==> config.mk <==
export PLATFORM = sky130hd
export DESIGN_NAME = btlpm_ctrl
export DESIGN_NICKNAME = d
export VERILOG_FILES = /design/src/design/assert_macros.svh /design/src/design/btlpm_pkg.sv /design/src/design/btlpm_ctrl.sv
export SDC_FILE = /design/constraint.sdc
export NUM_CORES = 1
export LEC_CHECK = 0
export BUFFER_PORTS_ARGS = -buffer_cell sky130_fd_sc_hd__buf_2
export CAP_MARGIN = 20
export CORE_MARGIN = 10
export CORE_UTILIZATION = 35
export CTS_CLUSTER_DIAMETER = 80
export DETAILED_ROUTE_END_ITERATION = 16
export GPL_TIMING_DRIVEN = 0
export PLACE_DENSITY = 0.7
export SYNTH_ARGS = -nofsm -noshare
export SYNTH_HDL_FRONTEND = slang
export SYNTH_SLANG_ARGS = --single-unit
==> constraint.sdc <==
create_clock -name clk -period 1.85 [get_ports clk]
set_input_delay 0.37 -clock clk [delete_from_list [all_inputs] [get_ports clk]]
set_output_delay 0.37 -clock clk [all_outputs]
set_load 0.03 [all_outputs]
==> src/design/assert_macros.svh <==
// assertion macros for the trie lookup block
// no dependencies; assertions compile away when ASSERT_OFF is defined
`ifndef ASSERT_MACROS_SVH
`define ASSERT_MACROS_SVH
`ifndef ASSERT_OFF
// expression holds at every clock edge out of reset
`define ASSERT_ALWAYS(lbl, clk, rst_n, expr) \
    lbl: assert property (@(posedge clk) disable iff (!rst_n) (expr)) \
        else $error("btlpm assertion failed");
// antecedent implies consequent in the same cycle
`define ASSERT_IMPLY(lbl, clk, rst_n, ante, cons) \
    lbl: assert property (@(posedge clk) disable iff (!rst_n) (ante) |-> (cons)) \
        else $error("btlpm assertion failed");
// antecedent implies consequent in the following cycle
`define ASSERT_NEXT(lbl, clk, rst_n, ante, cons) \
    lbl: assert property (@(posedge clk) disable iff (!rst_n) (ante) |=> (cons)) \
        else $error("btlpm assertion failed");
`else
`define ASSERT_ALWAYS(lbl, clk, rst_n, expr)
`define ASSERT_IMPLY(lbl, clk, rst_n, ante, cons)
`define ASSERT_NEXT(lbl, clk, rst_n, ante, cons)
`endif
`endif

==> src/design/btlpm_pkg.sv <==
// shared types, constants and codes for the binary trie prefix-match block
// no dependencies; used by every module of the block but the generic ram
package btlpm_pkg;

    localparam int NODE_COUNT = 1024;
    localparam int NODE_W     = $clog2(NODE_COUNT);
    localparam int CNT_W      = NODE_W + 1;
    localparam int TOP_W      = NODE_W + 1;
    localparam int ADDR_W     = 32;
    localparam int ABIT_W     = $clog2(ADDR_W);
    localparam int LEN_W      = 6;
    localparam int VAL_W      = 32;

    localparam logic [LEN_W-1:0] ADDR_BITS = LEN_W'(ADDR_W);

    // command codes
    localparam logic [1:0] CMD_INSERT = 2'd0;
    localparam logic [1:0] CMD_LOOKUP = 2'd1;
    localparam logic [1:0] CMD_DELETE = 2'd2;

    // status codes
    localparam logic [1:0] ST_DONE   = 2'd0;
    localparam logic [1:0] ST_ABSENT = 2'd1;
    localparam logic [1:0] ST_FULL   = 2'd2;

    typedef struct packed {
        logic [1:0]        command;
        logic [ADDR_W-1:0] address;
        logic [LEN_W-1:0]  prefix_length;
        logic [VAL_W-1:0]  entry_value;
    } req_t;

    typedef struct packed {
        logic [VAL_W-1:0] result_value;
        logic             matched;
        logic [1:0]       status;
    } rsp_t;

    // one trie node as held in the node memory
    typedef struct packed {
        logic [NODE_W-1:0] child_zero;
        logic [NODE_W-1:0] child_one;
        logic              mark;
        logic [CNT_W-1:0]  use_count;
        logic [VAL_W-1:0]  value;
    } node_t;

    localparam int NODE_REC_W = $bits(node_t);

    // node memory read source
    typedef enum logic [1:0] {
        RD_NONE  = 2'd0,
        RD_NODE  = 2'd1,
        RD_CHILD = 2'd2,
        RD_PAR   = 2'd3
    } rd_t;

    // node memory write kind
    typedef enum logic [3:0] {
        NW_NONE     = 4'd0,
        NW_CLEAR    = 4'd1,
        NW_VALUE    = 4'd2,
        NW_INC      = 4'd3,
        NW_INC_MARK = 4'd4,
        NW_INC_LINK = 4'd5,
        NW_FRESH    = 4'd6,
        NW_DEC      = 4'd7,
        NW_UNLINK   = 4'd8
    } nw_t;

    // commands from controller to datapath
    typedef struct packed {
        logic       start;
        logic       restart;
        rd_t        rd;
        nw_t        nw;
        logic       adv_next;
        logic       adv_alloc;
        logic       fs_pop_rd;
        logic       fs_pop;
        logic       fs_push;
        logic       latch_next;
        logic       look_eval;
        logic       set_status;
        logic [1:0] status_val;
        logic       load_rsp;
    } ctrl_t;

    // status from datapath to controller
    typedef struct packed {
        logic              clr_last;
        logic              is_ins;
        logic              is_lkp;
        logic              is_del;
        logic              at_end;
        logic              child_nil;
        logic              mark;
        logic              too_many;
        logic              now_free;
        logic              freed;
        logic              rsp_free;
        logic [TOP_W-1:0]  free_top;
        logic [NODE_W-1:0] alloc;
    } stat_t;

endpackage

==> src/design/btlpm_ctrl.sv <==
// controller state machine sequencing clearing, walks, insert and delete
// depends on btlpm_pkg
module btlpm_ctrl (
    input  logic             clk,
    input  logic             rst_n,
    input  logic             req_valid,
    input  btlpm_pkg::stat_t stat,
    output logic             req_stall,
    output btlpm_pkg::ctrl_t ctl
);

    typedef enum logic [12:0] {
        S_CLEAR   = 13'b0000000000001,
        S_IDLE    = 13'b0000000000010,
        S_W1R     = 13'b0000000000100,
        S_W1D     = 13'b0000000001000,
        S_INS_R   = 13'b0000000010000,
        S_INS_D   = 13'b0000000100000,
        S_INS_POP = 13'b0000001000000,
        S_INS_NEW = 13'b0000010000000,
        S_DEL_R   = 13'b0000100000000,
        S_DEL_D   = 13'b0001000000000,
        S_DEL_PR  = 13'b0010000000000,
        S_DEL_PW  = 13'b0100000000000,
        S_FIN     = 13'b1000000000000
    } state_t;

    state_t state_reg;
    state_t state_next;

    always_ff @(posedge clk or negedge rst_n)
    begin
        if (!rst_n)
        begin
            state_reg <= S_CLEAR;
        end
        else
        begin
            state_reg <= state_next;
        end
    end

    assign req_stall = (state_reg != S_IDLE);

    // next state and datapath commands
    always_comb
    begin
        state_next     = state_reg;
        ctl            = '0;
        ctl.rd         = btlpm_pkg::RD_NONE;
        ctl.nw         = btlpm_pkg::NW_NONE;
        ctl.status_val = btlpm_pkg::ST_DONE;
        case (state_reg)
            S_CLEAR:
            begin
                ctl.nw = btlpm_pkg::NW_CLEAR;
                if (stat.clr_last)
                begin
                    state_next = S_IDLE;
                end
            end
            S_IDLE:
            begin
                if (req_valid)
                begin
                    ctl.start  = 1'b1;
                    state_next = S_W1R;
                end
            end
            S_W1R:
            begin
                if (!(stat.is_ins || stat.is_lkp || stat.is_del))
                begin
                    state_next = S_FIN;
                end
                else
                begin
                    ctl.rd     = btlpm_pkg::RD_NODE;
                    state_next = S_W1D;
                end
            end
            // first walk: lookup, presence check, free node count check
            S_W1D:
            begin
                if (stat.is_lkp)
                begin
                    ctl.look_eval = 1'b1;
                    if (stat.at_end || stat.child_nil)
                    begin
                        state_next = S_FIN;
                    end
                    else
                    begin
                        ctl.rd = btlpm_pkg::RD_CHILD;
                    end
                end
                else if (stat.is_ins)
                begin
                    if (stat.at_end && stat.mark)
                    begin
                        ctl.nw     = btlpm_pkg::NW_VALUE;
                        state_next = S_FIN;
                    end
                    else if (stat.at_end)
                    begin
                        ctl.restart = 1'b1;
                        state_next  = S_INS_R;
                    end
                    else if (stat.child_nil && stat.too_many)
                    begin
                        ctl.set_status = 1'b1;
                        ctl.status_val = btlpm_pkg::ST_FULL;
                        state_next     = S_FIN;
                    end
                    else if (stat.child_nil)
                    begin
                        ctl.restart = 1'b1;
                        state_next  = S_INS_R;
                    end
                    else
                    begin
                        ctl.rd = btlpm_pkg::RD_CHILD;
                    end
                end
                else
                begin
                    if ((stat.at_end && !stat.mark) || (!stat.at_end && stat.child_nil))
                    begin
                        ctl.set_status = 1'b1;
                        ctl.status_val = btlpm_pkg::ST_ABSENT;
                        state_next     = S_FIN;
                    end
                    else if (stat.at_end)
                    begin
                        ctl.restart = 1'b1;
                        state_next  = S_DEL_R;
                    end
                    else
                    begin
                        ctl.rd = btlpm_pkg::RD_CHILD;
                    end
                end
            end
            S_INS_R:
            begin
                ctl.rd     = btlpm_pkg::RD_NODE;
                state_next = S_INS_D;
            end
            // insert pass: count users, allocate missing nodes, mark the last
            S_INS_D:
            begin
                if (stat.at_end)
                begin
                    ctl.nw     = btlpm_pkg::NW_INC_MARK;
                    state_next = S_FIN;
                end
                else if (stat.child_nil)
                begin
                    ctl.fs_pop_rd = 1'b1;
                    state_next    = S_INS_POP;
                end
                else
                begin
                    ctl.nw = btlpm_pkg::NW_INC;
                    ctl.rd = btlpm_pkg::RD_CHILD;
                end
            end
            S_INS_POP:
            begin
                ctl.nw     = btlpm_pkg::NW_INC_LINK;
                ctl.fs_pop = 1'b1;
                state_next = S_INS_NEW;
            end
            S_INS_NEW:
            begin
                ctl.nw        = btlpm_pkg::NW_FRESH;
                ctl.adv_alloc = 1'b1;
                state_next    = S_INS_R;
            end
            S_DEL_R:
            begin
                ctl.rd     = btlpm_pkg::RD_NODE;
                state_next = S_DEL_D;
            end
            // delete pass, top down: drop users and free unused nodes
            S_DEL_D:
            begin
                ctl.nw         = btlpm_pkg::NW_DEC;
                ctl.latch_next = 1'b1;
                ctl.fs_push    = stat.now_free;
                if (stat.now_free && !stat.freed)
                begin
                    state_next = S_DEL_PR;
                end
                else if (stat.at_end)
                begin
                    state_next = S_FIN;
                end
                else
                begin
                    ctl.rd = btlpm_pkg::RD_CHILD;
                end
            end
            // unlink the first freed node from its surviving parent
            S_DEL_PR:
            begin
                ctl.rd     = btlpm_pkg::RD_PAR;
                state_next = S_DEL_PW;
            end
            S_DEL_PW:
            begin
                ctl.nw = btlpm_pkg::NW_UNLINK;
                if (stat.at_end)
                begin
                    state_next = S_FIN;
                end
                else
                begin
                    ctl.adv_next = 1'b1;
                    state_next   = S_DEL_R;
                end
            end
            S_FIN:
            begin
                if (stat.rsp_free)
                begin
                    ctl.load_rsp = 1'b1;
                    state_next   = S_IDLE;
                end
            end
            default:
            begin
                state_next = S_CLEAR;
            end
        endcase
    end

endmodule

==> results by group, run 1 <==
Worst hold path
  • Hold_sp: stat[21]
  • WHS Path Cells: 2
  • Worst min path class: input port to flop

Pwr
  • Overall power: 1.54 mW
  • Peak VDD IR: 0.329 mV
  • P_leak: 0.942 nW
  • Pwr dens: ~740 mW/mm²

Status
  • Failing checks: setup timing
  • Status: finished with violations

Critical path
  • Crit-path max FO: 7
  • Worst Reg-to-Reg Cells: 6
  • Data arrival time of the worst path: approximately 2200 ps
  • R2r setup slk: -260 ps
  • CP Capture Type: primary output
  • Startpoint types: flop
  • Slowest-stage cell, CP: dfrtp_2
  • CP max stage delay: 480 ps
  • Worst path cell trace: nor3_4, nand4_1, or3b_4, o211ai_1, buf_4
  • Worst EP required: 1480 ps
  • Crit Path Class: flop to primary output
  • CP startpoint: state_reg[10]
  • Worst R2R Start: state_reg[10]

Logic synthesis
  • Most frequent cell after synthesis: nor2_1
  • Async set-reset flop share out of synthesis: 1.00
  • Post-Syn Area: 0.00114 mm²
  • Avg Inst Size Synth: a little over 8 µm²
  • Synth unique cells: 44
  • Top FF cell, synth: dfrtp_1
  • Top-area cell type share of the netlist area: 0.264
  • Gate Count Post-Synth: 138
  • Ys Warns: 0
  • Most instantiated cells after synthesis: nor2_1 (15), dfrtp_1 (12), nand2_1 (8)
  • Yosys reg bits: 13
  • Post-synth net total: 173
  • Area contributors post-synth: dfrtp_1 (26%), nor2_1 (5.0%), nor3b_1 (4.0%), nor4_4 (3.7%), nor4b_1 (3.1%)
  • Number of synthesized flops with an enable pin: 0
  • Cell taking the most area after synthesis: dfrtp_1
  • Seq/Total Area, Yosys: 0.287

Global routing
  • GR Util met2: 0.266
  • GRT overflow: 0
  • Vias in the first global route: 1454
  • Initial antenna violation count: 0
  • First-pass GRT wire length: approximately 7400 µm
  • Grt met1 use: 0.160
  • GRT Util Overall: 0.152
  • Most Crowded Layer GR: met2
  • Largest net degree at the start of global routing: 14
  • Met3 usage: 0.0408

Job
  • Max-Cap Viols: 0

Clocking
  • Inserted Clock Buffers: 3
  • H-tree depth: 1
  • Worst-skew pair later-pin latency: 320 ps
  • Clock slew at reported path FFs: 110 ps
  • CTS tree: yes
  • Root Driver: clkbuf_4
  • Clock Path Buffers: 2
  • TritonCTS Sinks: 13

Route
  • Final wirelength: 4880 µm
  • First-pass detailed-route iteration total: 4
  • DR WL/cell: approximately 19 µm
  • 1st-iter DRT viols: 109
  • Via density: 5.58
  • DRC errors left: 0
  • Vias: approximately 1400
  • Post-DRT Antenna Nets: 0

STA
  • Setup Skew: 18.2 ps
  • Final slew viol count: 0
  • Maximum clock rate: about 390 MHz
  • Measured slew at the worst slew-check pin: 618 ps
  • Max-slew headroom: 0.588
  • Final hold viol count: 0
  • Finish-stage setup viols: 26
  • Unrepaired setup endpoints after global routing: yes
  • Setup slack after layout: -730 ps
  • TNS Setup: -11830 ps
  • Crit share post-route: 1.39
  • Final Critical Period: 2580 ps

Floorplan
  • Die ar.: 0.00593 mm²
  • Die width: a little under 80 µm
  • Top Ports: 55
  • Initial Util: 0.370
  • Num rows: 20
  • Die height: 77.0 µm
  • Core outline area: 0.00308 mm²

Place
  • Placer Congestion: approximately 0.89
  • Hpwl dp: about 2800 µm
  • Placed inst area: 0.00147 mm²
  • Port bufs: 32
  • Pre-CTS WS: -699 ps

Finish
  • Layout cell share with drive strength beyond 1: 0.592
  • Finished Cell Area: 0.00209 mm²
  • Max reg flops: 13
  • Final #Nets: 247
  • ANT cells: 0
  • Area Overhead vs Synth: 83.4%
  • Final Core Density: 0.678
per-layer routing:
| metal | vias up | wire length [µm] | share of wire |
|---|---|---|---|
| met4 | 0 | 183 | 0.038 |
| met1 | 682 | 1900 | 0.39 |
| met5 | - | 0 | 0 |
| li1 | 656 | - | - |
| met3 | 18 | 359 | 0.074 |
| met2 | 66 | 2430 | 0.50 |
path summary, 6_finish.rpt:
check	end
setup / recovery	ctl[12]
hold / removal	state_reg[12]
setup reg to reg	state_reg[1]
hold reg to reg	state_reg[7]
max in group asynchronous	state_reg[0]
min in group asynchronous	state_reg[7]
critical path, delay by kind of cell, from the launching register on:
kind	cells	cell delay, ps
AND/OR/NAND/NOR	3	1110
AO/OA/AOI/OAI	1	100
buffers and inverters	1	190
flip-flops	1	480
cell type report:
cell class / instances / area [µm²]
multi-input combinational: 112 / 995
tap: 44 / 55.1
inverter: 7 / 28.8
clock buffer: 3 / 22.5
buffer: 3 / 18.8
sequential: 13 / 332
clock inverter: 1 / 5.00
timing repair buffer: 72 / 629
fill: 218 / 992
per-stage QoR:
stage	hold slack, ps	instances
floorplan	74.4	138
global placement	285	214
detailed placement	282	214
CTS	299	241
global route	292	255
finish	292	255
where the power goes:
group	internal [mW]	switching (mW)
clock network	0.0811	0.125
logic	0.492	0.471
registers	0.323	0.0429
total	0.896	0.639
timing repair:
| action | 4_1_cts | 5_1_grt |
|---|---|---|
| endpoints found under the setup margin | 26 | 27 |
| buffers inserted | 22 | 18 |
| gates resized for setup | 62 | 27 |
| hold buffers | 1 | 0 |
| hold endpoints to repair | 12 | 0 |
| pin swaps | 20 | 15 |
logic make-up (layout without fill, tap and decap cells):
kind of cell              Yosys count  in the layout  synth area share
DFF                                13             13             0.287
AOI/OAI and AO/OA                  24             24             0.156
xor gates and xnor gates            4              4            0.0308
and+or+nand+nor                    84             84             0.463
buffers and inverters              13             86            0.0627
cell usage in the layout (no fill, tap or decap), types with 2 or more instances in the layout:
cell type	synthesis	routed
a221oi_1	2	2
a22oi_1	2	2
and2_1	4	2
and2_4	0	2
and3_2	1	2
and3_4	0	2
buf_2	0	12
buf_4	2	28
buf_6	2	32
clkbuf_1	2	2
clkbuf_4	0	3
dfrtp_1	12	8
dfrtp_2	0	4
inv_1	7	5
nand2_1	8	3
nand2_4	0	6
nand2b_1	5	5
nand3_1	5	4
nand4_1	5	5
nand4b_1	2	2
nor2_1	15	9
nor2_2	0	3
nor2_4	0	3
nor2b_1	5	4
nor3_1	6	4
nor3_4	0	3
nor3b_1	6	4
nor3b_4	0	2
nor4_4	2	2
nor4b_4	0	2
o21ai_0	6	5
o32ai_2	1	2
or2b_1	3	2
or3_1	3	3
xnor2_1	2	2
xor2_1	2	2
No activity file was read; power rests on OpenSTA's default activity.
==> inputs of run 2 (changes only) <==
--- a/config.mk
+++ b/config.mk
@@ -10,9 +10,10 @@
 export CORE_MARGIN = 10
 export CORE_UTILIZATION = 35
 export CTS_CLUSTER_DIAMETER = 80
+export CTS_CLUSTER_SIZE = 14
 export DETAILED_ROUTE_END_ITERATION = 16
 export GPL_TIMING_DRIVEN = 0
-export PLACE_DENSITY = 0.7
+export PLACE_DENSITY = 0.64
 export SYNTH_ARGS = -nofsm -noshare
 export SYNTH_HDL_FRONTEND = slang
 export SYNTH_SLANG_ARGS = --single-unit
==> results by group, run 2 (same netlist as run 1, synthesis figures left out) <==
Floorplan
  • Die height: 77.0 µm (unchanged)
  • Top Ports: 55 (unchanged)
  • Die width: 77.0 µm (unchanged)
  • Core outline area: 0.00308 mm² (unchanged)
  • Num rows: 20 (unchanged)
  • Die ar.: 0.00593 mm² (unchanged)
  • Initial Util: 0.370 (unchanged)

Critical path
  • R2r setup slk: -280 ps (was -260 ps)
  • CP max stage delay: 480 ps (about the same)
  • Crit-path leading delay family: simple AND/OR/NAND/NOR gates (unchanged)
  • Worst path cell trace: nor3_4, nand4_1, or3b_4, o211ai_1, buf_4 (unchanged)
  • Worst EP required: 1480 ps (about the same)
  • Count of buffer and inverter cells on the critical path: 1 (unchanged)
  • Crit-path max FO: 7 (unchanged)
  • Data arrival time of the worst path: 2150 ps (was 2210 ps)
  • Startpoint types: flop (unchanged)
  • Slowest-stage cell, CP: dfrtp_1 (was dfrtp_2)
  • Crit Path Class: flop to primary output (unchanged)
  • CP Capture Type: primary output (unchanged)

Clocking
  • Clock Path Buffers: 2 (unchanged)
  • Worst-skew pair later-pin latency: 300 ps (was 320 ps)
  • Clock slew at reported path FFs: 80 ps (was 110 ps)
  • Inserted Clock Buffers: 3 (unchanged)
  • Root Driver: clkbuf_4 (unchanged)
  • CTS tree: yes (unchanged)
  • TritonCTS Sinks: 13 (unchanged)
  • H-tree depth: 1 (unchanged)

Place
  • Placer Congestion: 0.830 (was 0.894)
  • Placed inst area: 0.00147 mm² (unchanged)
  • Pre-CTS WS: -658 ps (was -699 ps)
  • Hpwl dp: 2800 µm (was 2810 µm)
  • Port bufs: 32 (unchanged)

Status
  • Status: finished with violations (unchanged)
  • Failing checks: setup timing (unchanged)

Route
  • First-pass detailed-route iteration total: 4 (unchanged)
  • Via density: 5.61 (was 5.58)
  • DRC errors left: 0 (unchanged)
  • 1st-iter DRT viols: 165 (was 109)
  • Post-DRT Antenna Nets: 0 (unchanged)
  • Vias: 1397 (was 1422)
  • DR WL/cell: 18.4 µm (was 19.1 µm)
  • Final wirelength: 4590 µm (was 4880 µm)

Job
  • Max-Cap Viols: 0 (unchanged)

Finish
  • Fillers: 239 (was 218)
  • Commonest non-fill, non-tap cell in the layout: buf_6 (unchanged)
  • Reg area: 330 µm² (was 332 µm²)
  • Final #Nets: 241 (was 247)
  • Max reg flops: 13 (unchanged)
  • Area Overhead vs Synth: 80.9% (was 83.4%)
  • Finished Cell Area: 0.00206 mm² (was 0.00209 mm²)
  • ANT cells: 0 (unchanged)
  • Multi-input logic area: 0.00102 mm² (was 995 µm²)
  • Layout cell share with drive strength beyond 1: 0.580 (was 0.592)
  • Most frequent cells in the layout: buf_6 (27), buf_4 (26), buf_2 (12), nor2_1 (9), dfrtp_1 (9) (was buf_6 (32), buf_4 (28), buf_2 (12), nor2_1 (9), dfrtp_1 (8))

STA
  • Measured slew at the worst slew-check pin: 663 ps (was 618 ps)
  • Crit share post-route: 1.36 (was 1.39)
  • Setup Skew: 11.1 ps (was 18.2 ps)
  • Final Critical Period: 2520 ps (was 2580 ps)
  • Finish-stage setup viols: 25 (was 26)
  • Final hold viol count: 0 (unchanged)
  • Maximum clock rate: 396 MHz (was 388 MHz)
  • Unrepaired setup endpoints after global routing: yes (unchanged)
  • Max-slew headroom: 0.558 (was 0.588)
  • Setup slack after layout: -673 ps (was -730 ps)
  • Final slew viol count: 0 (unchanged)

Pwr
  • Peak VDD IR: 0.517 mV (was 0.329 mV)
  • Pwr dens: 728 mW/mm² (was 736 mW/mm²)
  • P_leak: 0.905 nW (was 0.942 nW)

Worst hold path
  • Worst min path class: input port to flop (unchanged)

Global routing
  • First-pass GRT wire length: 6480 µm (was 7390 µm)
  • Initial antenna violation count: 0 (unchanged)
  • Vias in the first global route: 1377 (was 1454)
  • Largest net degree at the start of global routing: 14 (unchanged)
  • GRT Util Overall: 0.133 (was 0.152)
  • GRT overflow: 0 (unchanged)
## run 2: cell types whose count changed in the layout (fill, tap and decap cells not counted), sizes merged
cell    delta
clkbuf     +1
buf        -6
clkinv     -1
## run 2: through the flow
stage | TNS [ps] | instances | power (mW) | utilization | hold WS, ps
detailed placement | -8920 | 214 | 0.909 | 0.476 | 287
finish | -11030 | 249 | 1.50 | 0.668 | 315
global placement | -9330 | 214 | 0.900 | 0.476 | 289
floorplan | -3420 | 138 | 0.774 | - | 74.4
CTS | -10710 | 238 | 1.33 | 0.613 | 306
global route | -12950 | 249 | 1.57 | 0.668 | 298
## run 2: area by class of cell
| cell class | instances | share of cell area |
|---|---|---|
| Buffer | 4 | 0.0146 |
| Clock buffer | 4 | 0.0128 |
| Inverter | 7 | 0.0140 |
| Multi-Input combinational cell | 112 | 0.498 |
| Sequential cell | 13 | 0.161 |
| Tap cell | 44 | 0.0268 |
| Timing Repair Buffer | 65 | 0.273 |
## run 2: timing repair
| item | CTS | global route |
|---|---|---|
| buffers inserted | 19 | 13 |
| pin swaps | 18 | 12 |
| resized for setup | 64 | 24 |
| hold buffers | 1 | 0 |
| hold endpoints to repair | 12 | 0 |
| endpoints found under the setup margin | 26 | 26 |
## run 2: worst reg2reg max path, stage by stage, from the launching register on
cell	delay [ps]
dfrtp_1	380
buf_6	130
nor4_4	290
buf_4	200
and3_4	230
buf_4	120
nand4b_1	160
buf_4	200
a221o_1	310
nand2_1	70
## run 2: path summary, 6_finish.rpt
kind | start | endpoint | depth (start not counted)
min in group asynchronous | rst_n | state_reg[5] | 2
hold / removal | stat[21] | state_reg[12] | 2
setup / recovery | state_reg[11] | ctl[12] | 5
max in group asynchronous | rst_n | state_reg[0] | 2
hold reg to reg | state_reg[7] | state_reg[7] | 2
setup reg to reg | state_reg[7] | state_reg[1] | 9
## run 2: metal layers
metal  GRT usage  wire length [µm]  vias to the layer above
li1            -                 -                      644
met1       0.142              1680                      678
met2       0.248              2460                       65
met3      0.0326               360                       10
met4      0.0438                90                        0
met5           0                 0                        -
## run 2: report_power, final
part           total [mW]  internal [mW]  switching (mW)
Combinational       0.920          0.462           0.457
Clock               0.194         0.0840           0.110
Sequential          0.384          0.324          0.0599
Total                1.50          0.870           0.627
==> inputs of run 3 (changes only) <==
==> constraint.sdc (replaced) <==
create_clock -name clk -period 1.85 [get_ports clk]
set_input_delay 0.185 -clock clk [delete_from_list [all_inputs] [get_ports clk]]
set_output_delay 0.185 -clock clk [all_outputs]
set_load 0.03 [all_outputs]
==> results by group, run 3 (same netlist as run 1, synthesis figures left out) <==
Status
  • Status: finished with violations (unchanged)
  • Failing checks: setup timing (unchanged)

Floorplan
  • Die height: 77.0 µm (unchanged)
  • Core outline area: 0.00308 mm² (unchanged)
  • Die width: 77.0 µm (unchanged)
  • Num rows: 20 (unchanged)
  • Die ar.: 0.00593 mm² (unchanged)
  • Initial Util: 0.370 (unchanged)
  • Top Ports: 55 (unchanged)

Route
  • DR WL/cell: 17.0 µm (was 18.4 µm)
  • Post-DRT Antenna Nets: 0 (unchanged)
  • Final wirelength: 4230 µm (was 4590 µm)
  • Via density: 5.46 (was 5.61)
  • DRC errors left: 0 (unchanged)
  • Vias: 1360 (was 1397)
  • First-pass detailed-route iteration total: 4 (unchanged)
  • 1st-iter DRT viols: 114 (was 165)

Worst hold path
  • WHS Path Cells: 2 (unchanged)
  • Worst min path class: input port to flop (unchanged)
  • Hold Path End: state_reg[12] (unchanged)
  • Hold_sp: stat[21] (unchanged)

Critical path
  • Crit path top cell by count: buf_4
  • Worst R2R Start: state_reg[4] (was state_reg[7])
  • Crit-path leading delay family: simple AND/OR/NAND/NOR gates (unchanged)
  • Worst path cell trace: nor3_4, nand4_1, buf_4, buf_4, o21ai_2, a21o_1, buf_6 (was nor3_4, nand4_1, or3b_4, o211ai_1, buf_4)
  • Count of buffer and inverter cells on the critical path: 3 (was 1)
  • Startpoint types: flop (unchanged)
  • Data arrival time of the worst path: 2140 ps (was 2150 ps)
  • Slowest-stage cell, CP: dfrtp_1 (unchanged)
  • CP max stage delay: 480 ps (about the same)
  • R2r setup slk: -250 ps (was -280 ps)
  • Worst Reg-to-Reg Cells: 8 (was 9)
  • Worst EP required: 1660 ps (was 1480 ps)
  • CP Capture Type: primary output (unchanged)
  • Crit Path Class: flop to primary output (unchanged)
  • Reg2reg end: state_reg[8] (was state_reg[1])
  • Crit-path max FO: 7 (unchanged)

Finish
  • ANT cells: 0 (unchanged)
  • Fillers: 246 (was 239)
  • Final #Nets: 241 (unchanged)
  • Finished Cell Area: 0.00199 mm² (was 0.00206 mm²)
  • Layout cell share with drive strength beyond 1: 0.537 (was 0.580)
  • Area Overhead vs Synth: 74.6% (was 80.9%)
  • Commonest non-fill, non-tap cell in the layout: buf_4 (was buf_6)
  • Max reg flops: 13 (unchanged)
  • Most frequent cells in the layout: buf_4 (29), buf_6 (24), buf_2 (12), nor2_1 (11), dfrtp_1 (10) (was buf_6 (27), buf_4 (26), buf_2 (12), nor2_1 (9), dfrtp_1 (9))

Place
  • Placer Congestion: 0.897 (was 0.830)
  • Placed inst area: 0.00147 mm² (unchanged)
  • Hpwl dp: 2780 µm (was 2800 µm)
  • Port bufs: 32 (unchanged)

STA
  • Max-slew headroom: 0.594 (was 0.558)
  • TNS Setup: -7400 ps (was -11030 ps)
  • Finish-stage setup viols: 25 (unchanged)
  • Crit share post-route: 1.25 (was 1.36)
  • Setup slack after layout: -470 ps (was -673 ps)
  • Min Hold Slack: 129 ps (was 315 ps)
  • Final Critical Period: 2320 ps (was 2520 ps)
  • Measured slew at the worst slew-check pin: 609 ps (was 663 ps)
  • Final slew viol count: 0 (unchanged)
  • Maximum clock rate: 431 MHz (was 396 MHz)
  • Final hold viol count: 0 (unchanged)
  • Setup Skew: 4.87 ps (was 11.1 ps)
  • Unrepaired setup endpoints after global routing: yes (unchanged)

Clocking
  • Root Driver: clkbuf_4 (unchanged)
  • Worst-skew pair later-pin latency: 290 ps (was 300 ps)
  • H-tree depth: 1 (unchanged)
  • Clock Path Buffers: 2 (unchanged)
  • Clock slew at reported path FFs: 80 ps (about the same)
  • Inserted Clock Buffers: 3 (unchanged)
  • TritonCTS Sinks: 13 (unchanged)
  • CTS tree: yes (unchanged)

Global routing
  • Vias in the first global route: 1395 (was 1377)
  • Largest net degree at the start of global routing: 14 (unchanged)
  • Initial antenna violation count: 0 (unchanged)
  • First-pass GRT wire length: 6790 µm (was 6480 µm)
  • GRT Util Overall: 0.137 (was 0.133)
  • GRT overflow: 0 (unchanged)

Pwr
  • Pwr dens: 705 mW/mm² (was 728 mW/mm²)
  • Peak VDD IR: 0.266 mV (was 0.517 mV)
  • Overall power: 1.40 mW (was 1.50 mW)
  • P_leak: 0.888 nW (was 0.905 nW)

Job
  • Max-Cap Viols: 0 (unchanged)
-- run 3: cell types whose count changed in the layout (fill, tap and decap cells not counted), moves of 2 or more --
cell     previous run  this run
buf_4              26        29
buf_6              27        24
nor2_2              3         1
nor2_1              9        11
nand2_4             4         2
-- run 3: what timing repair did --
action                                  CTS  global route
hold buffers                              1             0
gates cloned                              0             0
gates resized for setup                  62            10
endpoints found under the setup margin   26            26
hold endpoints to repair                 12             0
buffers inserted                         26             9
pin swaps                                17            10
-- run 3: worst register-to-register path, cell delays in order, from the launching register on --
cell     delay (ps)
dfrtp_2         460
nor4_4          300
buf_6           170
buf_4           120
nand4_1         170
o32ai_4         290
buf_4           170
a21o_1          150
o21ba_4         170
-- run 3: how the worst max path moves through the flow --
stage / startpoint / slack (ps) / cells after the start / end
final: state_reg[10] / -470 / 7 / ctl[13]
after global routing: state_reg[0] / -570 / 8 / ctl[13]
after CTS: state_reg[1] / -490 / 8 / ctl[15]
after detailed placement: state_reg[5] / -540 / 5 / ctl[16]
after global placement: state_reg[5] / -530 / 5 / ctl[16]
after floorplan: state_reg[0] / -240 / 5 / ctl[11]
-- run 3: where the power goes --
part | switching (mW) | total [mW] | internal [mW] | leakage [nW]
Sequential | 0.0594 | 0.381 | 0.322 | 0.173
Clock | 0.105 | 0.189 | 0.0841 | 0.0150
Combinational | 0.411 | 0.829 | 0.418 | 0.700
-- run 3: area by class of cell --
cell class	instances	area [µm²]	area share
Clock buffer	4	26.3	0.0132
Tap cell	44	55.1	0.0277
Multi-Input combinational cell	112	961	0.484
Inverter	7	28.8	0.0145
Timing Repair Buffer	66	567	0.285
Sequential cell	13	329	0.166
Buffer	3	18.8	0.00945
-- run 3: layer usage --
layer | vias to the layer above | track usage | part of all wire
met4 | 0 | 0.0602 | 0.018
li1 | 642 | - | -
met5 | - | 0 | 0
met2 | 44 | 0.234 | 0.49
met1 | 669 | 0.163 | 0.43
met3 | 5 | 0.0268 | 0.056
-- run 3: through the flow --
stage / setup slack (ps) / utilization / instances
after detailed placement: -543 / 0.476 / 214
after global routing: -575 / 0.645 / 249
after floorplan: -243 / - / 138
final: -470 / 0.645 / 249
after CTS: -494 / 0.626 / 245
after global placement: -527 / 0.476 / 214
